===== config.mk =====
export PLATFORM = sky130hd
export DESIGN_NAME = rau_mul
export DESIGN_NICKNAME = d
export VERILOG_FILES = /design/src/sv/rational_arithmetic_unit_assert.svh /design/src/sv/rau_pkg.sv /design/src/sv/rau_mul.sv
export SDC_FILE = /design/constraint.sdc
export NUM_CORES = 2
export LEC_CHECK = 0
export BUFFER_PORTS_ARGS = -buffer_cell sky130_fd_sc_hd__clkbuf_2
export CORE_ASPECT_RATIO = 1.1
export CORE_UTILIZATION = 50
export DETAILED_ROUTE_END_ITERATION = 7
export GPL_TIMING_DRIVEN = 0
export PLACE_DENSITY_LB_ADDON = 0.25
export SKIP_LAST_GASP = 1
export SYNTH_ARGS = -nofsm -noshare
export SYNTH_HDL_FRONTEND = slang
export SYNTH_SLANG_ARGS = --single-unit

===== constraint.sdc =====
create_clock -name clk -period 17.1 [get_ports clk]
set_clock_uncertainty 0.1 [all_clocks]
set_input_delay 1.71 -clock clk [delete_from_list [all_inputs] [get_ports clk]]
set_output_delay 1.71 -clock clk [all_outputs]
set_load 0.02 [all_outputs]

===== src/sv/rational_arithmetic_unit_assert.svh =====
// assertion macros for the rational arithmetic unit
// expects clk and arst_n in the scope of the including module
`ifndef RATIONAL_ARITHMETIC_UNIT_ASSERT_SVH
`define RATIONAL_ARITHMETIC_UNIT_ASSERT_SVH

// same-cycle implication
`define RAU_ASSERT_IMPL(label, ante, cons) \
	label: assert property (@(posedge clk) disable iff (!arst_n) (ante) |-> (cons)) \
		else $error("rational_arithmetic_unit: assertion failed");

// next-cycle implication
`define RAU_ASSERT_NEXT(label, ante, cons) \
	label: assert property (@(posedge clk) disable iff (!arst_n) (ante) |=> (cons)) \
		else $error("rational_arithmetic_unit: assertion failed");

`endif


===== src/sv/rau_pkg.sv =====
// shared types and constants for the rational arithmetic unit
// no dependencies
package rau_pkg;

	localparam int NUM_WIDTH_DEF = 32;
	localparam int NUM_W         = 32;
	localparam int DEN_W         = 31;
	localparam int WIDE_W        = 64;

	localparam logic [2:0] K_ADD  = 3'd0;
	localparam logic [2:0] K_SUB  = 3'd1;
	localparam logic [2:0] K_MUL  = 3'd2;
	localparam logic [2:0] K_DIV  = 3'd3;
	localparam logic [2:0] K_NEG  = 3'd4;
	localparam logic [2:0] K_INV  = 3'd5;
	localparam logic [2:0] K_ABS  = 3'd6;
	localparam logic [2:0] K_NONE = 3'd7;

	localparam logic [1:0] ST_OK       = 2'd0;
	localparam logic [1:0] ST_DIVZERO  = 2'd1;
	localparam logic [1:0] ST_OVERFLOW = 2'd2;

	typedef struct packed {
		logic [2:0]              kind;
		logic signed [NUM_W-1:0] a_num;
		logic [DEN_W-1:0]        a_den;
		logic signed [NUM_W-1:0] b_num;
		logic [DEN_W-1:0]        b_den;
	} item_in_t;

	typedef struct packed {
		logic signed [NUM_W-1:0] res_num;
		logic [DEN_W-1:0]        res_den;
		logic [1:0]              status;
	} item_out_t;

	// status of an iterative unit
	typedef struct packed {
		logic busy;
		logic done;
	} unit_sts_t;

endpackage


===== src/sv/rau_mul.sv =====
// registered 32 x 32 unsigned multiplier shared by all product steps
// depends on rau_pkg
module rau_mul (
	input  logic                             clk,
	input  logic [rau_pkg::NUM_W-1:0]        op_a,
	input  logic [rau_pkg::NUM_W-1:0]        op_b,
	output logic [2*rau_pkg::NUM_W-1:0]      prod_q
);

	logic [2*rau_pkg::NUM_W-1:0] prod;

	assign prod = op_a * op_b;

	always_ff @(posedge clk) begin
		prod_q <= prod;
	end

endmodule


==> Yosys cells after proc, flatten, opt, wreduce, memory -nomap -nowiden <==
Cells that the tools add are included.
{ "totals": {"reg_bits": 64, "wordCells": 2} }
{ "op_classes": {"n_mul": 1} }
{ "op_table": {"columns": ["cell", "count"], "rows": [
  ["$mul A32 B32 Y64", 1]
]} }

==> Depth between registers and ports, before layout <==
{ "depth": {"depth_word": 1, "mapped_depth": 29, "mapped_depth_nobuf": 27} }

==> Least setup slack after synthesis <==
No wires, ideal clock.
{ "synth_path": {"kind": "input port to flip-flop", "startpoint": "input op_a[25] in the netlist's numbering", "endpoint": "register prod_q[62] in the netlist's numbering", "t_arrival_ps": 8386, "setup_slack_ps": 8542, "stages": 25, "cell_sequence": "clkbuf_1 nand2_1 fa_1 inv_1 fa_1 inv_1 fa_1 inv_1 fa_1 fa_1 fa_1 fa_1 inv_1 fa_1 inv_1 ha_1 buf_2 nand4_1 or4_1 or3_1 a31oi_1 a31o_2 a211oi_1 o21ai_1 xor2_1"} }
{ "synth_between": {"elab_chain_len": 1} }
{ "synth_rtl": {"columns": ["element", "line", "text"], "rows": [
  ["start: declaration", "rau_mul.sv:5", "input logic [rau_pkg::NUM_W-1:0] op_a,"],
  ["$mul A32 B32 Y64", "rau_mul.sv:12", "assign prod = op_a * op_b;"],
  ["net prod (one bit)", "rau_mul.sv:10", "logic [2*rau_pkg::NUM_W-1:0] prod;"],
  ["end signal: assignment", "rau_mul.sv:15", "prod_q <= prod;"],
  ["end: declaration", "rau_mul.sv:7", "output logic [2*rau_pkg::NUM_W-1:0] prod_q"]
]} }
The timed path passes the listed nets, and every way through them passes these cells.

==> Worst setup path after layout <==
{ "layout_path": {"startpoint": "input op_b[26] in the netlist's numbering", "endpoint": "register prod_q[62] in the netlist's numbering"} }
{ "layout_between": {"elab_chain_len": 1} }
{ "layout_rtl": {"columns": ["element", "line", "text"], "rows": [
  ["start: declaration", "rau_mul.sv:6", "input logic [rau_pkg::NUM_W-1:0] op_b,"],
  ["$mul A32 B32 Y64", "rau_mul.sv:12", null],
  ["net prod (one bit)", "rau_mul.sv:10", null]
]} }
The timed path passes the listed nets, and every way through them passes these cells.

==> summary.txt <==
Run status
  • Status: finished clean

Routing
  • Met2 routed WL: roughly 58000 um
  • Total number of vias: 27100
  • Met1 WL: roughly 43000 um
  • DRC viols: 0
  • Max Used Layer: met5
  • Drt first-iter violations: 2109
  • Initial DRT Pass Iterations: 6
  • Via/cell ratio: 5.63
  • Met3 Wirelength: between 10000 and 15000 um
  • Total wire length: about 130000 um
  • ANT nets after route: 0
  • Wire per inst: roughly 26 um

Die
  • Io pins: 129
  • Die H: between 200 and 300 um
  • Core area: ~70000 um2
  • Initial core utilization: between 50% and 60%
  • Die X: between 200 and 300 um
  • Die Outline Area: approximately 70000 um2
  • # rows: 100

Synthesis
  • Count leader, synth: fa_1
  • Post-Synth Simple-Gate Area: 17.7%
  • Synth Area in Compound Gates: 3.92%
  • Post-synth top area share: about 52%
  • Multiplexer share of the synthesized area: 0.0289%
  • Syn Std Cell Area: between 30000 and 40000 um2
  • Syn Area/Cell: 9.21 um2
  • Synthesis-stage register bit count: between 60 and 70
  • Number of enable flip-flop cells after synthesis: 0
  • Predominant post-synthesis flop cell: dfxtp_1
  • Async SR Flop Fraction: 0%
  • Post-synthesis adder-cell area fraction: between 60% and 70%
  • Cells after Synth: approximately 3800
  • Commonest cells post-synth: 896 x fa_1, 863 x inv_1, 603 x and2_1
  • Synth unique cells: 56
  • Register area share after synthesis: roughly 3.7%
  • YS warnings: 0
  • Biggest area consumer among synthesized cells: fa_1
  • Post-Synth XOR/XNOR Area: 1.49%
  • Main combinational cell family by area after synthesis: adder cells
  • Largest cells by area after synthesis: fa_1 52%, and2_1 11%, ha_1 9.5%, inv_1 9.4%, nand2_1 5.2%
  • Syn nets: 4982

Final layout
  • Nets: a little over 5000
  • Layout cells sized above 1: 4.23%
  • FILL cells: around 6500
  • Fin util: 54.0%
  • Fin cells: between 4000 and 5000
  • Biggest register: prod_q
  • Layout area overhead: 6.14%
  • Regs by FF count: prod_q (64)
  • Largest register FFs: 64

Worst setup path
  • Worst Setup End Kind: register
  • Critical path data arrival time: between 10 and 15 ns
  • Crit-path max FO: 10
  • Crit Path Class: input port to register
  • Critical Path Source Type: input port
  • CP required: ~17 ns

Timing
  • Worst slew pin tran: roughly 1.3 ns
  • Worst relative slew slack: 13.8%
  • Max-slew violations: 0
  • Final setup fails: 0
  • Final hold viol count: 0
  • FMAX: 98.9 MHz
  • RSZ-0062 raised after global routing: no
  • Period minus WS final: 10.11 ns
  • Setup TNS Final: 0 ns
  • Post-route clock period utilization: approximately three fifths

GRT
  • Total gr overflow: 0
  • Initial antenna violation count: 17
  • Total Routing Usage GR: 37.3%
  • First-pass GRT wire length: ~180000 um
  • Vias in the first global route: between 20000 and 30000
  • Largest net degree at the start of global routing: 14

CTS
  • Root Driver: clkbuf_16
  • Post-CTS Resized: 0
  • Longest Clk Path Bufs: 2
  • Post-CTS Setup Inserts: 0
  • Hold buffer count at cts: 0
  • CTS tree: done
  • Worst-path clk slew: 0.06 ns
  • Sink Count: 64
  • H-tree levels: 3
  • Cts bufs inserted: 9

Place
  • Post-DP HPWL: roughly 110000 um
  • Placed insts: between 4000 and 5000
  • Port bufs: about 130
  • Placer Congestion: about 1.1

Hold path
  • Hold WC Path Type: input port to register

Job
  • Max Cap Viol: 0
==> metrics by stage <==
step	hold WS [ns]	instance area, um2	setup slack, ns
floorplan	1.74	34600	8.54
detailed placement	1.91	36400	6.84
finish	1.56	36800	6.99
CTS	1.54	36700	7.20
global route	1.57	36800	6.83
global placement	1.91	36400	6.83
==> cell families after synthesis <==
kind of cell | Yosys count
compound gates | 205
mux | 1
buf+inv | 1090
fa+ha+maj | 1159
simple gates | 1180
xor+xnor | 59
flops | 64
==> critical path: stages <==
cell and delay (ns):
clkbuf_2 0.29, clkbuf_1 0.85, nand2_1 0.19, fa_1 0.58, inv_1 0.06, fa_1 0.53
fa_1 0.64, fa_1 0.51, fa_1 0.53, fa_1 0.44, fa_1 0.49, inv_1 0.05
fa_1 0.47, inv_1 0.04, ha_1 0.25, clkbuf_1 0.26, nand2_1 0.21, or4_1 0.51
or3_1 0.43, a31oi_1 0.43, a31o_2 0.30, a211oi_1 0.13, o21ai_1 0.22, xor2_1 0.17
==> layout by cell type (no fill, tap or decap), types with 33 or more instances in the layout <==
| cell | netlist | layout |
|---|---|---|
| nand2_1 | 478 | 478 |
| dfxtp_1 | 64 | 64 |
| xnor2_1 | 33 | 33 |
| a21o_1 | 37 | 37 |
| a21oi_1 | 68 | 68 |
| inv_1 | 863 | 863 |
| clkbuf_2 | 1 | 129 |
| fa_1 | 896 | 896 |
| clkbuf_1 | 215 | 215 |
| ha_1 | 263 | 263 |
| and2_1 | 603 | 603 |
==> cell type report <==
| cell class | count | area [um2] | share of cell area [%] |
|---|---|---|---|
| Tap cell | 918 | 1150 | 3.13 |
| Timing Repair Buffer | 128 | 641 | 1.74 |
| Sequential cell | 64 | 1280 | 3.49 |
| Clock buffer | 9 | 225 | 0.613 |
| Buffer | 227 | 865 | 2.35 |
| Inverter | 863 | 3240 | 8.81 |
| Antenna cell | 3 | 7.51 | 0.0204 |
| Clock inverter | 7 | 103 | 0.279 |
| Multi-Input combinational cell | 2604 | 29200 | 79.6 |
==> worst paths after layout <==
| check | from | to | depth (start not counted) |
|---|---|---|---|
| hold / removal | op_b[0] | prod_q[0] | 2 |
| setup / recovery | op_b[26] | prod_q[62] | 24 |
==> metal layers <==
metal  track usage, %  up-vias
met1             44.0    13900
met3             8.34      510
met2             57.9     1524
met5                0        -
met4             32.0        4
li1                 -    11200
Power is not shown: default switching activity piles up to over one toggle a cycle in this logic, so the estimate is an artifact.
