### src/sv/rational_arithmetic_unit_assert.svh
// assertion macros for the rational arithmetic unit
// expects clk and arst_n in the scope of the including module
`ifndef RATIONAL_ARITHMETIC_UNIT_ASSERT_SVH
`define RATIONAL_ARITHMETIC_UNIT_ASSERT_SVH

// same-cycle implication
`define RAU_ASSERT_IMPL(label, ante, cons) \
	label: assert property (@(posedge clk) disable iff (!arst_n) (ante) |-> (cons)) \
		else $error("rational_arithmetic_unit: assertion failed");

// next-cycle implication
`define RAU_ASSERT_NEXT(label, ante, cons) \
	label: assert property (@(posedge clk) disable iff (!arst_n) (ante) |=> (cons)) \
		else $error("rational_arithmetic_unit: assertion failed");

`endif

### src/sv/rau_pkg.sv
// shared types and constants for the rational arithmetic unit
// no dependencies
package rau_pkg;

	localparam int NUM_WIDTH_DEF = 32;
	localparam int NUM_W         = 32;
	localparam int DEN_W         = 31;
	localparam int WIDE_W        = 64;

	localparam logic [2:0] K_ADD  = 3'd0;
	localparam logic [2:0] K_SUB  = 3'd1;
	localparam logic [2:0] K_MUL  = 3'd2;
	localparam logic [2:0] K_DIV  = 3'd3;
	localparam logic [2:0] K_NEG  = 3'd4;
	localparam logic [2:0] K_INV  = 3'd5;
	localparam logic [2:0] K_ABS  = 3'd6;
	localparam logic [2:0] K_NONE = 3'd7;

	localparam logic [1:0] ST_OK       = 2'd0;
	localparam logic [1:0] ST_DIVZERO  = 2'd1;
	localparam logic [1:0] ST_OVERFLOW = 2'd2;

	typedef struct packed {
		logic [2:0]              kind;
		logic signed [NUM_W-1:0] a_num;
		logic [DEN_W-1:0]        a_den;
		logic signed [NUM_W-1:0] b_num;
		logic [DEN_W-1:0]        b_den;
	} item_in_t;

	typedef struct packed {
		logic signed [NUM_W-1:0] res_num;
		logic [DEN_W-1:0]        res_den;
		logic [1:0]              status;
	} item_out_t;

	// status of an iterative unit
	typedef struct packed {
		logic busy;
		logic done;
	} unit_sts_t;

endpackage

### src/sv/rau_gcd.sv
// binary gcd unit, one shift or subtract step per cycle
// depends on rau_pkg; y_in must be nonzero
module rau_gcd #(
	parameter int WIDTH = rau_pkg::WIDE_W
) (
	input  logic               clk,
	input  logic               arst_n,
	input  logic               start,
	input  logic [WIDTH-1:0]   x_in,
	input  logic [WIDTH-1:0]   y_in,
	output logic [WIDTH-1:0]   g,
	output rau_pkg::unit_sts_t sts
);

	localparam int K_W = $clog2(WIDTH);

	logic [WIDTH-1:0] x_q;
	logic [WIDTH-1:0] y_q;
	logic [WIDTH-1:0] g_q;
	logic [K_W-1:0]   k_q;
	logic             busy_q;
	logic             done_q;
	logic [WIDTH:0]   dxy;
	logic [WIDTH-1:0] dyx;
	logic             x_ge;

	assign dxy  = {1'b0, x_q} - {1'b0, y_q};
	assign dyx  = y_q - x_q;
	assign x_ge = ~dxy[WIDTH];

	always_ff @(posedge clk or negedge arst_n) begin
		if (!arst_n) begin
			busy_q <= 1'b0;
			done_q <= 1'b0;
		end else begin
			done_q <= 1'b0;
			if (start) begin
				busy_q <= 1'b1;
			end else if (busy_q && x_q == '0) begin
				busy_q <= 1'b0;
				done_q <= 1'b1;
			end
		end
	end

	always_ff @(posedge clk) begin
		if (start) begin
			x_q <= x_in;
			y_q <= y_in;
			k_q <= '0;
		end else if (busy_q) begin
			if (x_q == '0) begin
				g_q <= y_q << k_q;
			end else if (!x_q[0] && !y_q[0]) begin
				// common factor of two
				x_q <= x_q >> 1;
				y_q <= y_q >> 1;
				k_q <= k_q + 1'b1;
			end else if (!x_q[0]) begin
				x_q <= x_q >> 1;
			end else if (!y_q[0]) begin
				y_q <= y_q >> 1;
			end else if (x_ge) begin
				// both odd, difference is even
				x_q <= dxy[WIDTH:1];
			end else begin
				y_q <= {1'b0, dyx[WIDTH-1:1]};
			end
		end
	end

	assign g   = g_q;
	assign sts = '{busy: busy_q, done: done_q};

endmodule

### config.mk
export PLATFORM = sky130hd
export DESIGN_NAME = rau_gcd
export DESIGN_NICKNAME = d
export VERILOG_FILES = /design/src/sv/rational_arithmetic_unit_assert.svh /design/src/sv/rau_pkg.sv /design/src/sv/rau_gcd.sv
export SDC_FILE = /design/constraint.sdc
export NUM_CORES = 1
export LEC_CHECK = 0
export ABC_AREA = 1
export BUFFER_PORTS_ARGS = -buffer_cell sky130_fd_sc_hd__buf_4
export CAP_MARGIN = 20
export CORE_MARGIN = 2
export CORE_UTILIZATION = 40
export DETAILED_ROUTE_END_ITERATION = 8
export SYNTH_ARGS = -nofsm -noshare
export SYNTH_HDL_FRONTEND = slang
export SYNTH_SLANG_ARGS = --single-unit
### constraint.sdc
create_clock -name clk -period 9.28 [get_ports clk]
set_input_delay 1.856 -clock clk [delete_from_list [all_inputs] [get_ports clk]]
set_output_delay 1.856 -clock clk [all_outputs]
set_load 0.02 [all_outputs]
# Word level (Yosys, flattened, before mapping)
# Cells that the tools add are included.
[totals] reg_bits=200 in_bits=131 out_inout_bits=66 latch_bits=0 romBits=0 ram_bits=0 memories=0 word_cells=50
[op_classes] n_div=0 n_bitwise=2 n_lt_le_gt_ge=0 muxes=18 n_reduce_logical=14 n_mul=0 n_addsub=3 shift=1 eq_ne=4
[ops] op="64-bit 2-to-1 mux" n=14
[ops] op="64-bit by 64-bit subtractor with 65-bit output" n=1
[ops] op="64-bit logical NOT" n=1
[ops] op="64-bit by 6-bit << shifter with 64-bit output" n=1
[ops] op="64-bit subtractor" n=1
[ops] op="3-bit AND reduction" n=3
[ops] op="4-bit by 2-bit inequality test with 1-bit output (second input constant)" n=2
[ops] op="4-bit AND reduction" n=2
[ops] op="6-bit by 1-bit adder with 6-bit output (second input constant)" n=1
[ops] op="1-bit 2-to-1 mux" n=4
[ops] op="4-bit by 3-bit inequality test with 1-bit output (second input constant)" n=1
[ops] op="2-bit nonzero test" n=2
[ops] op="3-bit nonzero test" n=1
[ops] op="1-bit logical AND" n=2
[ops] op="1-bit logical NOT" n=2
[ops] op="2-bit inequality test (second input constant)" n=1
[ops] op="1-bit inverter" n=2
[ops] op="2-bit AND reduction" n=1

# Depth between registers and ports, before layout
# Gate-level depths: netlist of run 1.
[logic_depth] word_depth=8 mapped_depth=20 depth_no_buf=19

# Worst setup path after synthesis of run 1
# No wires, ideal clock.
[synth_timing] path_kind="reg2reg" start="register x_q[0]" end="register x_q[10] (enable)" path_stages_with_launch=18 setup_ns=0.571 arrival_ns=6.516 path_buffers=0 setup_slack_ns=2.194 synth_period_minus_slack_ns=7.086 required_ns=8.709 cell_sequence="edfxtp_1 > inv_1 > nand2_1 > inv_1 > fa_1 > inv_1 > nand3_1 > nand2_2 > nand2_1 > nand2_2 > nand2_1 > nand2_1 > nand2_1 > nand2_1 > nand2_2 > a21oi_1 > nor2_1 > o21ai_0"
[synth_between] elab_chain_len=4 elab_cells_between_ends=8 classes_between="1 x add/sub; 3 x eq/ne; 4 x reduce/logical"
[synth_rtl] item="start: declaration" line="rau_gcd.sv:17" rtl="logic [WIDTH-1:0] x_q;"
[synth_rtl] item="start signal: assignment" line="rau_gcd.sv:48" rtl="x_q <= x_in;"
[synth_rtl] item="start signal: assignment" line="rau_gcd.sv:56" rtl="x_q <= x_q >> 1;"
[synth_rtl] item="start signal: assignment" line="rau_gcd.sv:60" rtl="x_q <= x_q >> 1;"
[synth_rtl] item="branches (longest 3 deep; another with 64-bit by 64-bit subtractor with 65-bit output)"
[synth_rtl] item="4-bit AND reduction (no source line) (*)"
# Every way passes the cells marked *.
# A chain may end at the register's enable or synchronous reset.

# Worst setup path in the final report of run 1
[layout_timing] start="register x_q[0]" end="register x_q[60] (enable)"
# The elaborated chain is that of the path after synthesis.

==> qor.yml, run 1 <==
outcome:
  run_status: "complete, no violations"
timing:
  fin_crit_sh_pct: 51.0
  rsz0062_at_grt: "false"
  setup_tns_ns: 0
  setup_slack_ns: 4.54
  fmax_mhz: 211
  drv_slew: 0
  finalSetupViolCount: 0
  slew_headroom_pct: 11.1
  worst_slew_pin_slew_ns: 1.32
  min_period_ns: 4.74
  skew_ns: 0.0282
  final_hold_viol_count: 0
floorplan:
  fp.dieW_um: 245
  coreArea_mm2: 0.0576
  die_h_um: 245
  io_pins: 197
  start_util_pct: 40.3
  core.rowCount: 88
  die_area_mm2: 0.0600
clock_tree:
  cts_tree: "built"
  cts_buffers: 17
  cts_resized: 0
  cts_root_buf: "clkbuf_16"
  clk_latency_ns: 0.54
  cts_setup_buffers: 0
  htree_levels: 4
  clk_pin_slew_worst_paths_ns: 0.08
  clk_path_buf_depth: 2
  clkSinkCount: 200
  postCtsHoldBufs: 0
worst_hold_path:
  min_path_type: "flip-flop to flip-flop"
  hold_depth: 2
  min_from: "y_q[63]"
  worstHoldEndpoint: "y_q[62]"
grt:
  grt_pass1_vias: 24000
  grtUsageTotal_pct: 35.4
  antenna_found_initial: 3
  overflow: 0
  grt_max_degree: 74
  grt_pass1_wl_um: 155000
detailed_routing:
  remaining_drc_errors: 0
  routedWlPerCell_um: 22.5
  drt_first_iter_violations: 2648
  wirelength_um: 107000
  ant_nets: 0
  via_count: 25600
  first_pass_iters: 7
  viasPerCell: 5.41
setup_path:
  crit_slowest_cell: "buf_4"
  r2r_cells: 18
  path_delay_family: "simple AND/OR/NAND/NOR gates"
  r2r_start: "x_q[0]"
  worst_ep_arrival_time_ns: 4.89
  rrSetupSlack_ns: 4.54
  path_max_fanout: 44
  path_class: "flip-flop to flip-flop"
  crit_required_ns: 9.44
  worstReg2RegEnd: "x_q[60]"
  max_stage_delay_ns: 0.67
  crit_chain: "inv_2 > nand2_1 > inv_1 > fa_1 > inv_1 > nand3_1 > nand2_2 > nand2_1 > nand2_2 > nand2_1 > nand2_1 > nand2_1 > nand2_1 > nand2_2 > a21oi_1 > nor2_1 > o21ai_4 > buf_4"
  crit_buf_inv: 4
  start_kind: "flip-flop"
  path_common_cell: "nand2_1"
  critPathCaptureType: "flip-flop"
yosys:
  synth.most_common_cell: "nand2_1"
  ys_async_sr_fraction_pct: 1.00
  yosys_warnings: 0
  synthMuxAreaShare_pct: 2.41
  synthAdderAreaFrac_pct: 6.96
  ys_seq_elements: 200
  synth_common_cells: "nand2_1, inv_1, a21oi_1, nor2_1, nand3_1"
  synth_top_area_cell: "edfxtp_1"
  yosys.area.top_type_share_pct: 24.8
  syn-num-nets: 4136
  synth_top_family_by_area: "simple AND/OR/NAND/NOR gates"
  avgSynthCellArea_um2: 5.99
  synth_edf_count: 192
  synthTopCellsByArea: "edfxtp_1, nand2_1, inv_1"
  ys_seq_area_share_pct: 25.6
  synth_cells: 3877
  synth_flop_cell: "edfxtp_1"
  synth_compound_area_share_pct: 13.1
  synth_area_mm2: 0.0232
  synth_simple_gate_area_share_pct: 36.6
  yosys.area_share.xor_xnor_pct: 2.56
  netlist-cell-type-count: 44
placement:
  place_area_mm2: 0.0251
  pre_cts_ws_ns: 4.60
  place_hpwl_um: 89300
  gp_congestion: 1.09
  portBuffers: 196
power:
  finalPower_w: 0.0111
  p_leak_nw: 13.3
  powerDensity_mw_per_mm2: 432
  peakVddDrop_v: 0.000180
finish:
  area_delta_synth_final_pct: 10.9
  final_core_util_pct: 44.7
  diodes: 0
  design_area_mm2: 0.0258
  drive_above_1_share_pct: 8.29
  nNetsFinal: 4217
job:
  maxCapViolations: 0
## cell type report
| cell class | instances | area [µm²] |
|---|---|---|
| fillers | 6507 | 31800 |
| multi-input cells | 2922 | 14400 |
| flip-flops and latches | 200 | 5940 |
| inverters | 596 | 2240 |
| repair buffers | 221 | 1670 |
| well taps | 765 | 957 |
| clock buffers | 17 | 425 |
| clock inverters | 15 | 151 |
## cell families after synthesis
family                     count (synthesis)
AOI/OAI and AO/OA                        587
muxes                                     56
xor gates and xnor gates                  68
buffers and inverters                    755
DFF                                      200
and+or+nand+nor                         2083
adders and majority gates                128
## per-stage QoR
step                      cells  hold WS, ns
after global placement     4700        0.668
after global routing       4736        0.718
final                      4736        0.695
after detailed placement   4700        0.681
after floorplan            3877        0.542
after CTS                  4732        0.702
## state kept, by name, indices dropped and copies added, names as in the netlist
register	cells
busy_q	1
done_q	1
g	64
k_q	6
x_q	64
y_q	64
## cells in the final DEF (no fill, tap or decap), drive strengths merged
| master | n |
|---|---|
| a21boi | 1 |
| a21o | 3 |
| a21oi | 368 |
| a31oi | 3 |
| and2 | 1 |
| buf | 218 |
| clkbuf | 20 |
| clkinv | 9 |
| clkinvlp | 1 |
| dfrtp | 2 |
| dfxtp | 6 |
| edfxtp | 192 |
| fa | 2 |
| ha | 126 |
| inv | 601 |
| mux2i | 56 |
| nand2 | 1401 |
| nand3 | 240 |
| nand3b | 6 |
| nand4 | 30 |
| nor2 | 338 |
| nor2b | 5 |
| nor3 | 30 |
| nor4 | 17 |
| o211ai | 16 |
| o21a | 1 |
| o21ai | 179 |
| o21bai | 6 |
| o22ai | 1 |
| o31ai | 9 |
| or2 | 15 |
| xnor2 | 2 |
| xor2 | 66 |
## worst min-delay path: cells and delay by family (launching register included)
| family | cells | cell delay [ns] |
|---|---|---|
| compound gates | 2 | 0.21 |
| flops | 1 | 0.37 |
## worst max-delay path by stage
stage / slack (ns) / endpoint / cells after the start / start
finish: 4.54 / x_q[60] / 18 / x_q[0]
detailed placement: 4.60 / x_q[50] / 18 / x_q[0]
global placement: 4.71 / x_q[52] / 18 / x_q[0]
CTS: 4.60 / x_q[50] / 18 / x_q[0]
global route: 4.36 / x_q[63] / 18 / x_q[0]
floorplan: 2.19 / x_q[10] / 17 / x_q[0]
## per-layer routing
layer  global-route usage, %  vias to the layer above  routed length (µm)
li1                        -                    12400                   -
met1                    48.4                    12000               46800
met2                    54.6                     1074               46300
met3                    5.84                      164                8680
met4                    15.7                        4                4940
met5                       0                        -                  27
## power by group
part	internal, W	leakage, nW	switching, W	total (W)
clock	0.000359	0.284	0.000447	0.000806
combinational	0.00229	11.1	0.00627	0.00856
sequential	0.00142	1.97	0.000325	0.00175
total	0.00407	13.3	0.00705	0.0111
No activity file was read; power rests on OpenSTA's default activity.
==> run 2, diff against run 1 <==
==> constraint.sdc (replaced) <==
create_clock -name clk -period 4.5 [get_ports clk]
set_input_delay 0.9 -clock clk [delete_from_list [all_inputs] [get_ports clk]]
set_output_delay 0.9 -clock clk [all_outputs]
set_load 0.02 [all_outputs]
==> run 2 against run 1 <==
Compared with the run above: critical path depth shrank 11; maximum frequency grew 25%; sequential power rose by 110%; clock-buffer cell count unchanged; die area unchanged; register-to-register slack worse by 3.8 ns; global-route usage rose by 0.54 points; largest power group unchanged; flip-flop and latch count is the same; critical endpoint is now x_q[58].
==> qor.yml, run 2 (synthesis results as in run 1) <==
setup_path:
  crit_required_ns: 4.69
  crit_slowest_cell: "nor4_1"
  path_max_fanout: 53
  worstReg2RegEnd: "x_q[58]"
  rrSetupSlack_ns: 0.70
  max_stage_delay_ns: 0.77
  path_delay_family: "simple AND/OR/NAND/NOR gates"
  path_class: "flip-flop to flip-flop"
  worst_ep_arrival_time_ns: 4.00
  r2r_cells: 7
  crit_chain: "nor4_1 > nand4_1 > nor2_1 > nand2_1 > nand2_1 > o21ai_4 > buf_12"
  critPathCaptureType: "flip-flop"
  start_kind: "flip-flop"
  r2r_start: "x_q[48]"
  path_common_cell: "nand2_1"
  crit_buf_inv: 1
finish:
  final_core_util_pct: 45.0
  multi_input_area_mm2: 0.0144
  drive_above_1_share_pct: 8.56
  ff_latch_area_mm2: 0.00594
  area_delta_synth_final_pct: 11.7
  nNetsFinal: 4229
  num-fill-cells: 6451
  final_cell_mix: "nand2_1, inv_1, a21oi_1"
  mostFrequentLayoutCell: "nand2_1"
worst_hold_path:
  min_path_type: "input port to async pin"
timing:
  slew_headroom_pct: 11.0
  fin_crit_sh_pct: 84.5
  setup_tns_ns: 0
  drv_slew: 0
  min_period_ns: 3.80
  fmax_mhz: 263
  finalSetupViolCount: 0
  worst_slew_pin_slew_ns: 1.32
  final_hold_viol_count: 0
  rsz0062_at_grt: "false"
  skew_ns: 0.0266
clock_tree:
  postCtsHoldBufs: 0
  cts_root_buf: "clkbuf_16"
  cts_buffers: 17
  cts_resized: 0
  clk_latency_ns: 0.54
  cts_tree: "built"
  clk_path_buf_depth: 2
  clkSinkCount: 200
  cts_setup_buffers: 0
  clk_pin_slew_worst_paths_ns: 0.09
  htree_levels: 4
power:
  powerDensity_mw_per_mm2: 891
  p_comb_share_pct: 76.8
  intPower_w: 0.00851
  switchingPower_w: 0.0146
  p_leak_nw: 13.4
  peakVddDrop_v: 0.000395
  pwr-share-clk_pct: 7.5
  netSwitchingFraction_pct: 63.2
  seqPwrFrac_pct: 15.7
  finalPower_w: 0.0231
placement:
  place_hpwl_um: 90000
  gp_congestion: 1.09
  portBuffers: 196
grt:
  antenna_found_initial: 2
  overflow: 0
  grt_max_degree: 74
  grt_pass1_vias: 24700
  grtUsageTotal_pct: 35.9
  grt_pass1_wl_um: 158000
floorplan:
  coreArea_mm2: 0.0576
  fp.dieW_um: 245
  die_area_mm2: 0.0600
  io_pins: 197
  core.rowCount: 88
  start_util_pct: 40.3
  die_h_um: 245
detailed_routing:
  wirelength_um: 108000
  drt_first_iter_violations: 2909
  via_count: 25700
  viasPerCell: 5.41
  first_pass_iters: 6
  routedWlPerCell_um: 22.7
  remaining_drc_errors: 0
  ant_nets: 0
outcome:
  run_status: "complete, no violations"
job:
  maxCapViolations: 0
-- run 2: cell count changes in the layout (fill, tap and decap cells not counted), sizes merged --
cell | before | now
clkinv | 9 | 7
inv | 601 | 603
buf | 218 | 231
clkbuf | 20 | 19
diode | 0 | 4
-- run 2: power by group through the flow --
stage	sequential [W]	combinational, W	clock (W)
floorplan	0.00338	0.0110	0
global placement	0.00363	0.0171	0
detailed placement	0.00365	0.0170	0
CTS	0.00361	0.0171	0.00174
global route	0.00371	0.0191	0.00180
finish	0.00364	0.0177	0.00173
-- run 2: area by class of cell --
class                           count  area share (%)
Multi-Input combinational cell   2922            55.4
Clock inverter                     15           0.724
Clock buffer                       17            1.64
Timing Repair Buffer              233            6.98
Sequential cell                   200            22.9
Tap cell                          765            3.69
Inverter                          596            8.63
Antenna cell                        4          0.0386
-- run 2: metrics by stage --
stage	setup slack [ns]	hold slack [ns]	std cells	area, µm²
5_1_grt	0.559	0.120	4748	25900
3_3_place_gp	1.01	0.680	4713	25300
6_report	0.698	0.138	4752	25900
2_1_floorplan	0.269	0.566	3877	23200
3_5_place_dp	0.862	0.678	4714	25300
4_1_cts	0.825	0.118	4746	25900
-- run 2: worst max-delay path by stage --
stage	end	slack, ns	cells after the start	start
floorplan	x_q[10]	0.27	17	x_q[0]
global placement	x_q[58]	1.01	17	y_q[0]
detailed placement	x_q[3]	0.86	18	x_q[0]
CTS	x_q[7]	0.83	18	x_q[0]
global route	x_q[58]	0.56	18	x_q[0]
finish	x_q[58]	0.70	7	x_q[48]
-- run 2: metal layers --
| metal | part of all wire, % | GRT usage, % | up-vias | wire (µm) |
|---|---|---|---|---|
| li1 | - | - | 12500 | - |
| met1 | 44 | 49.2 | 11900 | 47500 |
| met2 | 43 | 55.1 | 1106 | 46400 |
| met3 | 7.9 | 5.48 | 194 | 8510 |
| met4 | 5.1 | 17.2 | 2 | 5460 |
| met5 | 0.011 | 0 | - | 12 |
-- run 2: worst reg2reg max path, stage by stage, from the launching register on --
cell      delay, ns
edfxtp_1       0.46
nor4_1         0.77
nand4_1        0.36
nor2_1         0.33
nand2_1        0.41
nand2_1        0.64
o21ai_4        0.15
buf_12         0.20
