### config.mk
export PLATFORM = sky130hd
export DESIGN_NAME = rau_div
export DESIGN_NICKNAME = d
export VERILOG_FILES = /design/src/sv/rational_arithmetic_unit_assert.svh /design/src/sv/rau_pkg.sv /design/src/sv/rau_div.sv
export SDC_FILE = /design/constraint.sdc
export NUM_CORES = 1
export LEC_CHECK = 0
export BUFFER_PORTS_ARGS = -buffer_cell sky130_fd_sc_hd__buf_2
export CORE_UTILIZATION = 60
export DETAILED_ROUTE_END_ITERATION = 10
export HOLD_SLACK_MARGIN = 0.1
export PLACE_DENSITY = 0.84
export SLEW_MARGIN = 25
export SYNTH_ARGS = -nofsm -noshare
export SYNTH_HDL_FRONTEND = slang
export SYNTH_SLANG_ARGS = --single-unit
### constraint.sdc
create_clock -name clk -period 9.4 [get_ports clk]
set_input_delay 1.88 -clock clk [delete_from_list [all_inputs] [get_ports clk]]
set_output_delay 1.88 -clock clk [all_outputs]
set_load 0.05 [all_outputs]
### src/sv/rational_arithmetic_unit_assert.svh
// assertion macros for the rational arithmetic unit
// expects clk and arst_n in the scope of the including module
`ifndef RATIONAL_ARITHMETIC_UNIT_ASSERT_SVH
`define RATIONAL_ARITHMETIC_UNIT_ASSERT_SVH

// same-cycle implication
`define RAU_ASSERT_IMPL(label, ante, cons) \
	label: assert property (@(posedge clk) disable iff (!arst_n) (ante) |-> (cons)) \
		else $error("rational_arithmetic_unit: assertion failed");

// next-cycle implication
`define RAU_ASSERT_NEXT(label, ante, cons) \
	label: assert property (@(posedge clk) disable iff (!arst_n) (ante) |=> (cons)) \
		else $error("rational_arithmetic_unit: assertion failed");

`endif

### src/sv/rau_pkg.sv
// shared types and constants for the rational arithmetic unit
// no dependencies
package rau_pkg;

	localparam int NUM_WIDTH_DEF = 32;
	localparam int NUM_W         = 32;
	localparam int DEN_W         = 31;
	localparam int WIDE_W        = 64;

	localparam logic [2:0] K_ADD  = 3'd0;
	localparam logic [2:0] K_SUB  = 3'd1;
	localparam logic [2:0] K_MUL  = 3'd2;
	localparam logic [2:0] K_DIV  = 3'd3;
	localparam logic [2:0] K_NEG  = 3'd4;
	localparam logic [2:0] K_INV  = 3'd5;
	localparam logic [2:0] K_ABS  = 3'd6;
	localparam logic [2:0] K_NONE = 3'd7;

	localparam logic [1:0] ST_OK       = 2'd0;
	localparam logic [1:0] ST_DIVZERO  = 2'd1;
	localparam logic [1:0] ST_OVERFLOW = 2'd2;

	typedef struct packed {
		logic [2:0]              kind;
		logic signed [NUM_W-1:0] a_num;
		logic [DEN_W-1:0]        a_den;
		logic signed [NUM_W-1:0] b_num;
		logic [DEN_W-1:0]        b_den;
	} item_in_t;

	typedef struct packed {
		logic signed [NUM_W-1:0] res_num;
		logic [DEN_W-1:0]        res_den;
		logic [1:0]              status;
	} item_out_t;

	// status of an iterative unit
	typedef struct packed {
		logic busy;
		logic done;
	} unit_sts_t;

endpackage

### src/sv/rau_div.sv
// restoring divider, one quotient bit per cycle
// depends on rau_pkg
module rau_div #(
	parameter int WIDTH = rau_pkg::WIDE_W
) (
	input  logic               clk,
	input  logic               arst_n,
	input  logic               start,
	input  logic [WIDTH-1:0]   dividend,
	input  logic [WIDTH-1:0]   divisor,
	output logic [WIDTH-1:0]   quo,
	output rau_pkg::unit_sts_t sts
);

	localparam int CNT_W = $clog2(WIDTH);
	localparam logic [CNT_W-1:0] CNT_LAST = CNT_W'(WIDTH - 1);

	logic [WIDTH-1:0] rem_q;
	logic [WIDTH-1:0] quo_q;
	logic [WIDTH-1:0] dvsr_q;
	logic [CNT_W-1:0] cnt_q;
	logic             busy_q;
	logic             done_q;
	logic [WIDTH:0]   rem_sh;
	logic [WIDTH:0]   trial;
	logic             fit;

	assign rem_sh = {rem_q, quo_q[WIDTH-1]};
	assign trial  = rem_sh - {1'b0, dvsr_q};
	assign fit    = ~trial[WIDTH];

	always_ff @(posedge clk or negedge arst_n) begin
		if (!arst_n) begin
			busy_q <= 1'b0;
			done_q <= 1'b0;
			cnt_q  <= '0;
		end else begin
			done_q <= 1'b0;
			if (start) begin
				busy_q <= 1'b1;
				cnt_q  <= '0;
			end else if (busy_q) begin
				cnt_q <= cnt_q + 1'b1;
				if (cnt_q == CNT_LAST) begin
					busy_q <= 1'b0;
					done_q <= 1'b1;
				end
			end
		end
	end

	always_ff @(posedge clk) begin
		if (start) begin
			rem_q  <= '0;
			quo_q  <= dividend;
			dvsr_q <= divisor;
		end else if (busy_q) begin
			rem_q <= fit ? trial[WIDTH-1:0] : rem_sh[WIDTH-1:0];
			quo_q <= {quo_q[WIDTH-2:0], fit};
		end
	end

	assign quo = quo_q;
	assign sts = '{busy: busy_q, done: done_q};

endmodule

# Word-level counts from Yosys, hierarchy flattened
# Index checks and enable logic that the tools add are counted.
# W data, S select, Z words.
dict set report word_totals {
  ff_bits 200
  in_bits 131
  out_inout_bits 66
  wordCells 22
}
dict set report op_classes {
  add_sub_neg 2
  n_eq_ne 1
  muxes 11
  bitwise 1
  n_reduce_logical 1
}
# operator count
set op_table {}
lappend op_table {{$mux W64} 3}
lappend op_table {{$sub A65 B64 Y65} 1}
lappend op_table {{$mux W6} 2}
lappend op_table {{$add A6 B1 Y6 const B} 1}
lappend op_table {{$eq A6 B6 Y1 const B} 1}
lappend op_table {{$mux W1} 6}
lappend op_table {{$reduce_bool A2 Y1} 1}
lappend op_table {{$not A1 Y1} 1}

# Longest topological paths before layout
# Gate-level depths: netlist of the first run.
dict set report depth {
  depth_word 4
  mapped_depth 16
  mapped_depth_nobuf 14
}

# Worst setup path after synthesis of the first run
# OpenSTA, ideal clock, no wires.
dict set report synth_path {
  path_type {input port to flip-flop}
  from {input port start}
  to {register quo_q[0], in the netlist quo[0] (enable)}
  setup_ns 0.418
  arrival_time_ns 3.782
  required_time_ns 8.982
  setup_slack_ns 5.200
  cell_stages 4
  path_buffers 2
  cell_sequence {clkbuf_1 clkbuf_1 nor2_1 inv_1}
}
dict set report synth_between {
  elab_chain_cells 1
}
# item line_no
set synth_rtl {}
lappend synth_rtl {{start: declaration} rau_div.sv:8} ;# input logic start,
lappend synth_rtl {{$reduce_bool A2 Y1 (no source line)} --}
lappend synth_rtl {{end signal: assignment} rau_div.sv:55} ;# quo_q <= dividend;
lappend synth_rtl {{end signal: assignment} rau_div.sv:59} ;# quo_q <= {quo_q[WIDTH-2:0], fit};
lappend synth_rtl {{end: declaration} rau_div.sv:19} ;# logic [WIDTH-1:0] quo_q;
# No other way between the ends.
# A chain may end at the register's enable or synchronous reset.

# Final worst setup path of the first run
dict set report layout_path {
  from {register dvsr_q[47]}
  to {register rem_q[0]}
}
dict set report layout_between {
  elab_chain_cells 2
}
# item line_no
set layout_rtl {}
lappend layout_rtl {{start: declaration} rau_div.sv:20} ;# logic [WIDTH-1:0] dvsr_q;
lappend layout_rtl {{start signal: assignment} rau_div.sv:56} ;# dvsr_q <= divisor;
lappend layout_rtl {{$sub A65 B64 Y65} rau_div.sv:29} ;# assign trial = rem_sh - {1'b0, dvsr_q};
lappend layout_rtl {{$mux W64} rau_div.sv:58} ;# rem_q <= fit ? trial[WIDTH-1:0] : rem_sh[WIDTH-1:0];
lappend layout_rtl {{end signal: assignment} rau_div.sv:58}
lappend layout_rtl {{end: declaration} rau_div.sv:18} ;# logic [WIDTH-1:0] rem_q;
# No other way between the ends.

==> results.py, run 1 <==
metrics = {
    "setup_path": {
        "required_ps": 9760,
        "worstPathMaxFanout": 67,
        "cp.arrival_ps": 4830,
        "crit_type": "reg2reg",
        "crit_path_start_kind": "flop",
        "endpoint_kind": "flop",
    },
    "placed_design": {
        "pre_cts_slack_ps": 4930,
        "gp_congestion": 0.938,
        "place.port_buffers": 196,
        "post_dp_cell_area_um2": 13000,
        "hpwlAfterDp_um": 21300,
    },
    "synth": {
        "synthArstFlopShare_pct": 4.00,
        "synthTopCellsByCount": "edfxtp_1 (128), nor2_1 (99), inv_1 (88), a21oi_1 (78), nand2_1 (73)",
        "synth_edf_count": 128,
        "avgSynthCellArea_um2": 9.99,
        "synth-seq-cells": 200,
        "synthFlopType": "edfxtp_1",
        "yosys.area.top_type": "edfxtp_1",
        "syn_area_um2": 11900,
        "synth.distinct_cells": 65,
        "synth.top_cell.area_share_pct": 32.2,
        "yosys-top-cells-area": "edfxtp_1 (32%), dfxtp_1 (11%), ha_1 (6.8%), mux2_2 (6.0%), a211oi_1 (4.2%)",
        "ys_seq_area_share_pct": 44.7,
        "syn_inst": 1193,
        "ys_warn_count": 0,
        "syn_nets": 1390,
        "yosysMostFrequentCell": "edfxtp_1",
    },
    "clock_network": {
        "cts.sinks": 200,
        "post_cts_buffers": 0,
        "cts_tree": "built",
        "clock_path_buffers": 2,
        "htreeDepth": 4,
        "cts_buffers": 17,
        "insertion_delay_ps": 450,
        "cts_resized": 0,
        "clk_pin_slew_ps": 80,
        "cts_root_buffer": "clkbuf_16",
        "hold_buffers": 0,
    },
    "global_routing": {
        "grt_overflow": 0,
        "grt_util_all_layers_pct": 28.9,
        "antenna_found_initial": 1,
        "grt_pass1_wl_um": 45700,
        "grt_pass1_vias": 9393,
        "grt_start_max_net_pins": 91,
    },
    "route": {
        "dr_total_vias": 9761,
        "wl_um": 29000,
        "drtIter0Drc": 801,
        "avgViaCountPerCell": 5.98,
        "dr.pass1.iters": 6,
        "drc": 0,
        "wl_per_cell_um": 17.8,
        "drtAntennaViolNets": 0,
    },
    "final_layout": {
        "syn2layout_area_growth_pct": 14.4,
        "fill_cells": 1458,
        "multi_input_area_um2": 5990,
        "design_area_um2": 13600,
        "nNetsFinal": 1549,
        "drive_above_1_share_pct": 22.7,
        "register_area_um2": 5330,
    },
    "sta": {
        "layout_setup_ws_ps": 4930,
        "slew_viol_final": 0,
        "final.setup_skew_ps": 15.4,
        "whs_ps": 480,
        "tns_ps": 0,
        "min_period_ps": 4470,
        "finalSetupViolCount": 0,
        "rsz0062_at_grt": "no",
        "relSlewSlack_pct": 37.1,
        "clock.fmax_ghz": 0.224,
        "worst_pin_slew_ps": 944,
        "hold_violations": 0,
        "period_share_pct": 47.5,
    },
    "floorplan": {
        "die_y_um": 143,
        "initial_core_util_pct": 61.3,
        "dieArea_um2": 20400,
        "ios": 197,
        "die_x_um": 143,
        "row_count": 51,
        "fp.coreArea_um2": 19500,
    },
    "power_and_ir_drop": {
        "vdd_drop_max_uv": 173,
        "power_leakage_uw": 0.00595,
        "pwr_density_cell_nw_per_um2": 278,
        "finalPower_uw": 3790,
    },
    "status": {
        "status": "finished, final reports clean",
    },
    "worst_hold_path": {
        "min_path_type": "reg2reg",
    },
    "run": {
        "maxCapViolations": 0,
    },
}
cell families after synthesis:
family | share of synthesized area [%]
xor+xnor | 4.26
simple gates | 10.8
fa+ha+maj | 6.99
compound gates | 18.4
mux | 9.66
buf+inv | 5.22
flops | 44.7
routing by layer:
metal / global-route usage [%] / up-vias / share of wire, %
met5: 0 / - / 0
met4: 10.4 / 0 / 2.7
met3: 7.91 / 52 / 7.7
met2: 49.0 / 400 / 49
li1: - / 4707 / -
met1: 35.1 / 4602 / 41
worst max-delay path: stages, from the launching register on:
cell	delay (ps)
edfxtp_1	330
inv_1	40
ha_1	370
a21oi_1	250
o21a_1	200
o211ai_1	80
or3_1	330
o2111ai_1	210
o211ai_1	190
o21a_1	280
o211ai_4	700
buf_4	760
mux2_1	400
a211oi_2	200
cell type report:
type | instances | share of cell area, %
multi-input cells | 843 | 43.9
inverters | 88 | 2.42
flip-flops and latches | 200 | 39.1
clock inverters | 15 | 1.46
repair buffers | 202 | 7.57
well taps | 265 | 2.43
clock buffers | 17 | 3.12
diodes | 1 | 0.0184
sequential cells by signal, indices dropped and copies added, names as in the netlist:
signal  flops
cnt_q       6
dvsr_q     64
busy_q      1
done_q      1
rem_q      64
quo        64
final timing paths:
| kind | from | end | slack, ps | cells past startpoint |
|---|---|---|---|---|
| max | dvsr_q[47]$_DFFE_PP_ | rem_q[0]$_SDFFE_PP0P_ | 4930 | 13 |
| min | rem_q[61]$_SDFFE_PP0P_ | rem_q[61]$_SDFFE_PP0P_ | 480 | 2 |
| max reg2reg | dvsr_q[47]$_DFFE_PP_ | rem_q[0]$_SDFFE_PP0P_ | 4930 | 13 |
| min reg2reg | rem_q[61]$_SDFFE_PP0P_ | rem_q[61]$_SDFFE_PP0P_ | 480 | 2 |
| max in group asynchronous | arst_n | busy_q$_DFF_PN0_ | 7950 | 1 |
| min in group asynchronous | arst_n | cnt_q[4]$_DFFE_PN0P_ | 1260 | 1 |
cell usage in the layout (no fill, tap or decap), types with 13 or more instances in the layout:
cell       Yosys  final
nor2_1        99     99
ha_1          65     65
a21oi_1       78     78
edfxtp_1     128    128
clkbuf_16      0     17
nand3_1       13     13
nor3_1        15     15
xor2_1        26     26
inv_1         88     87
o21ai_1       14     14
buf_2         10    195
mux2_2        64     64
o21ai_0       55     55
nand2_1       73     73
a211oi_1      66     66
dfxtp_1       64     64
xnor2_1       32     32
o21a_1        14     14
mux2i_1       42     42
nand4_1       22     22
a21o_1        33     33
metrics by stage:
stage | instances | util, %
global placement | 1598 | 66.8
detailed placement | 1598 | 66.8
finish | 1631 | 70.1
global route | 1631 | 70.1
floorplan | 1193 | -
CTS | 1630 | 70.0
where the power goes:
part           total (uW)  switching (uW)  internal (uW)
clock                 770             382            388
sequential           1220             115           1110
combinational        1800            1080            727
total                3790            1570           2220
Power figures use the tool's default switching activity.
==> inputs of run 2 (changes only) <==
--- a/config.mk
+++ b/config.mk
@@ -5,11 +5,12 @@
 export SDC_FILE = /design/constraint.sdc
 export NUM_CORES = 1
 export LEC_CHECK = 0
+export ABC_AREA = 1
 export BUFFER_PORTS_ARGS = -buffer_cell sky130_fd_sc_hd__buf_2
-export CORE_UTILIZATION = 60
+export CORE_UTILIZATION = 59
 export DETAILED_ROUTE_END_ITERATION = 10
 export HOLD_SLACK_MARGIN = 0.1
-export PLACE_DENSITY = 0.84
+export PLACE_DENSITY = 0.81
 export SLEW_MARGIN = 25
 export SYNTH_ARGS = -nofsm -noshare
 export SYNTH_HDL_FRONTEND = slang
==> constraint.sdc (replaced) <==
create_clock -name clk -period 4.5 [get_ports clk]
set_input_delay 0.9 -clock clk [delete_from_list [all_inputs] [get_ports clk]]
set_output_delay 0.9 -clock clk [all_outputs]
set_load 0.05 [all_outputs]
==> run 2 against run 1 <==
Sequential cell count is the same. Maximum frequency grew 32%. Hold slack lost 210 ps. Critical path depth grew 7. Sequential power grew 73%. Die area grew 24%. First-iteration DRC count grew 47%. Total power grew 17%. Non-clock buffer count grew 4. Area after synthesis grew 22%. Clock power grew 110%. Largest power group is now registers.
==> results.py, run 2 <==
metrics = {
    "route": {
        "drtIter0Drc": 1180,
        "met1_length_um": 17500,
        "routed-wl-met3_um": 3200,
        "dr.pass1.iters": 8,
        "drc": 0,
        "avgViaCountPerCell": 5.00,
        "wl_um": 41600,
        "dr_wl_met2_um": 19400,
        "dr_total_vias": 14000,
        "wl_per_cell_um": 14.9,
        "drtAntennaViolNets": 0,
        "top_layer_used": "met4",
    },
    "setup_path": {
        "critPathSlowestCell": "buf_4",
        "worstPathMaxFanout": 39,
        "cp.arrival_ps": 3710,
        "required_ps": 4830,
        "crit_path_frequent_cell": "nand2_1",
        "crit_path_start_kind": "flop",
        "endpoint_kind": "flop",
        "critPathMaxStageDelay_ps": 470,
        "crit_type": "reg2reg",
        "crit_chain": "inv_1 -> ha_1 -> fa_1 -> inv_1 -> nand2_1 -> nand2_1 -> nand3_1 -> nand2_2 -> nand2_1 -> nand2_2 -> nand2_1 -> nand2_2 -> nand2_4 -> nand2_4 -> nand2_4 -> nand2_2 -> buf_4 -> nand2_1 -> nand3_1 -> nand2_1",
    },
    "worst_hold_path": {
        "min_path_type": "in2async",
    },
    "synth": {
        "avgSynthCellArea_um2": 6.39,
        "synth_edf_count": 128,
        "synthTopCellsByCount": "nand2_1 (1029), inv_1 (491), nand3_1 (133), edfxtp_1 (128), nor2_1 (110)",
        "syn_nets": 2476,
        "yosysMostFrequentCell": "nand2_1",
        "yosys-top-cells-area": "nand2_1 (27%), edfxtp_1 (26%), inv_1 (13%), dfxtp_1 (8.8%), ha_1 (5.6%)",
        "synthFlopType": "edfxtp_1",
        "syn_inst": 2279,
        "syn_area_um2": 14600,
        "synthArstFlopShare_pct": 4.00,
        "ys_seq_area_share_pct": 36.6,
        "synth.distinct_cells": 37,
        "synth-seq-cells": 200,
        "yosys.area.top_type": "nand2_1",
        "synth.top_cell.area_share_pct": 26.5,
        "ys_warn_count": 0,
    },
    "floorplan": {
        "initial_core_util_pct": 60.0,
        "die_y_um": 159,
        "dieArea_um2": 25300,
        "row_count": 57,
        "die_x_um": 159,
        "fp.coreArea_um2": 24200,
        "ios": 197,
    },
    "clock_network": {
        "hold_buffers": 0,
        "clk_pin_slew_ps": 90,
        "cts.sinks": 200,
        "cts_resized": 0,
        "htreeDepth": 4,
        "insertion_delay_ps": 460,
        "post_cts_buffers": 0,
        "cts_root_buffer": "clkbuf_16",
        "cts_tree": "built",
        "clock_path_buffers": 2,
        "cts_buffers": 17,
    },
    "power_and_ir_drop": {
        "power_leakage_uw": 0.00955,
        "vdd_drop_max_uv": 202,
        "pwr_density_cell_nw_per_um2": 272,
    },
    "final_layout": {
        "drive_above_1_share_pct": 12.7,
        "mostFrequentLayoutCell": "nand2_1",
        "syn2layout_area_growth_pct": 12.4,
        "fin_util_pct": 67.5,
        "nNetsFinal": 2658,
        "final_cell_mix": "nand2_1 (1029), inv_1 (490), buf_2 (195)",
    },
    "status": {
        "status": "finished, final reports clean",
    },
    "sta": {
        "rsz0062_at_grt": "no",
        "worst_pin_slew_ps": 853,
        "hold_violations": 0,
        "relSlewSlack_pct": 43.1,
        "final.setup_skew_ps": 25.3,
        "period_share_pct": 75.2,
        "slew_viol_final": 0,
        "tns_ps": 0,
        "clock.fmax_ghz": 0.296,
        "finalSetupViolCount": 0,
        "min_period_ps": 3380,
        "layout_setup_ws_ps": 1120,
    },
    "global_routing": {
        "grt_util_all_layers_pct": 33.0,
        "grt_start_max_net_pins": 80,
        "grt_pass1_wl_um": 65700,
        "grt_pass1_vias": 13100,
        "grt_overflow": 0,
        "antenna_found_initial": 1,
    },
    "placed_design": {
        "place.port_buffers": 196,
        "pre_cts_slack_ps": 1180,
        "gp_congestion": 1.01,
        "hpwlAfterDp_um": 32300,
    },
    "run": {
        "maxCapViolations": 0,
    },
}
-- run 2: area by class of cell --
class / count / area [um2]
Inverter: 496 / 1860
Tap cell: 324 / 405
Timing Repair Buffer: 206 / 1060
Multi-Input combinational cell: 1540 / 7090
Clock inverter: 15 / 191
Antenna cell: 1 / 2.50
Clock buffer: 17 / 425
Fill cell: 2250 / 7890
Sequential cell: 200 / 5330
-- run 2: cell families (layout without fill, tap and decap cells) --
logic type	count (synthesis)	count (layout)	synth area share [%]
compound gates	70	70	2.49
xor+xnor	31	31	1.87
fa+ha+maj	66	66	5.72
buf+inv	539	734	14.8
flops	200	200	36.6
other cells	0	1	0
simple gates	1373	1373	38.5
-- run 2: power by group --
group / leakage (uW) / total, uW / internal, uW / switching [uW]
clock network: 0.000296 / 1630 / 764 / 862
logic: 0.00731 / 713 / 201 / 512
registers: 0.00195 / 2110 / 2070 / 47.5
-- run 2: worst paths after layout --
path,start,end,slack [ps],cells past startpoint
max,quo[63]$_DFFE_PP_,rem_q[22]$_SDFFE_PP0P_,1120,20
min,arst_n,cnt_q[2]$_DFFE_PN0P_,280,1
max reg2reg,quo[63]$_DFFE_PP_,rem_q[22]$_SDFFE_PP0P_,1120,20
min reg2reg,rem_q[3]$_SDFFE_PP0P_,rem_q[3]$_SDFFE_PP0P_,480,2
max in group asynchronous,arst_n,done_q$_DFF_PN0_,4030,1
min in group clk,rem_q[3]$_SDFFE_PP0P_,rem_q[3]$_SDFFE_PP0P_,480,2
-- run 2: metrics by stage --
stage / hold WS (ps) / total power, uW / instances / instance area [um2]
CTS: 265 / 4460 / 2798 / 16400
global placement: 460 / 2850 / 2766 / 15700
detailed placement: 464 / 2860 / 2766 / 15700
floorplan: 449 / 2640 / 2279 / 14600
finish: 275 / 4450 / 2799 / 16400
global route: 261 / 4610 / 2799 / 16400
-- run 2: critical path: cells and delay by family (launching register included) --
kind | cells | cell delay, ps
AND/OR/NAND/NOR | 15 | 1560
adder cells (fa/ha/maj) | 2 | 650
flip-flops | 1 | 350
buffers and inverters | 3 | 650
-- run 2: metal layers --
layer  up-vias  GRT usage (%)
met5         -              0
met4         0           13.2
met3        85           6.28
met2       581           55.1
met1      6174           42.2
li1       7152              -
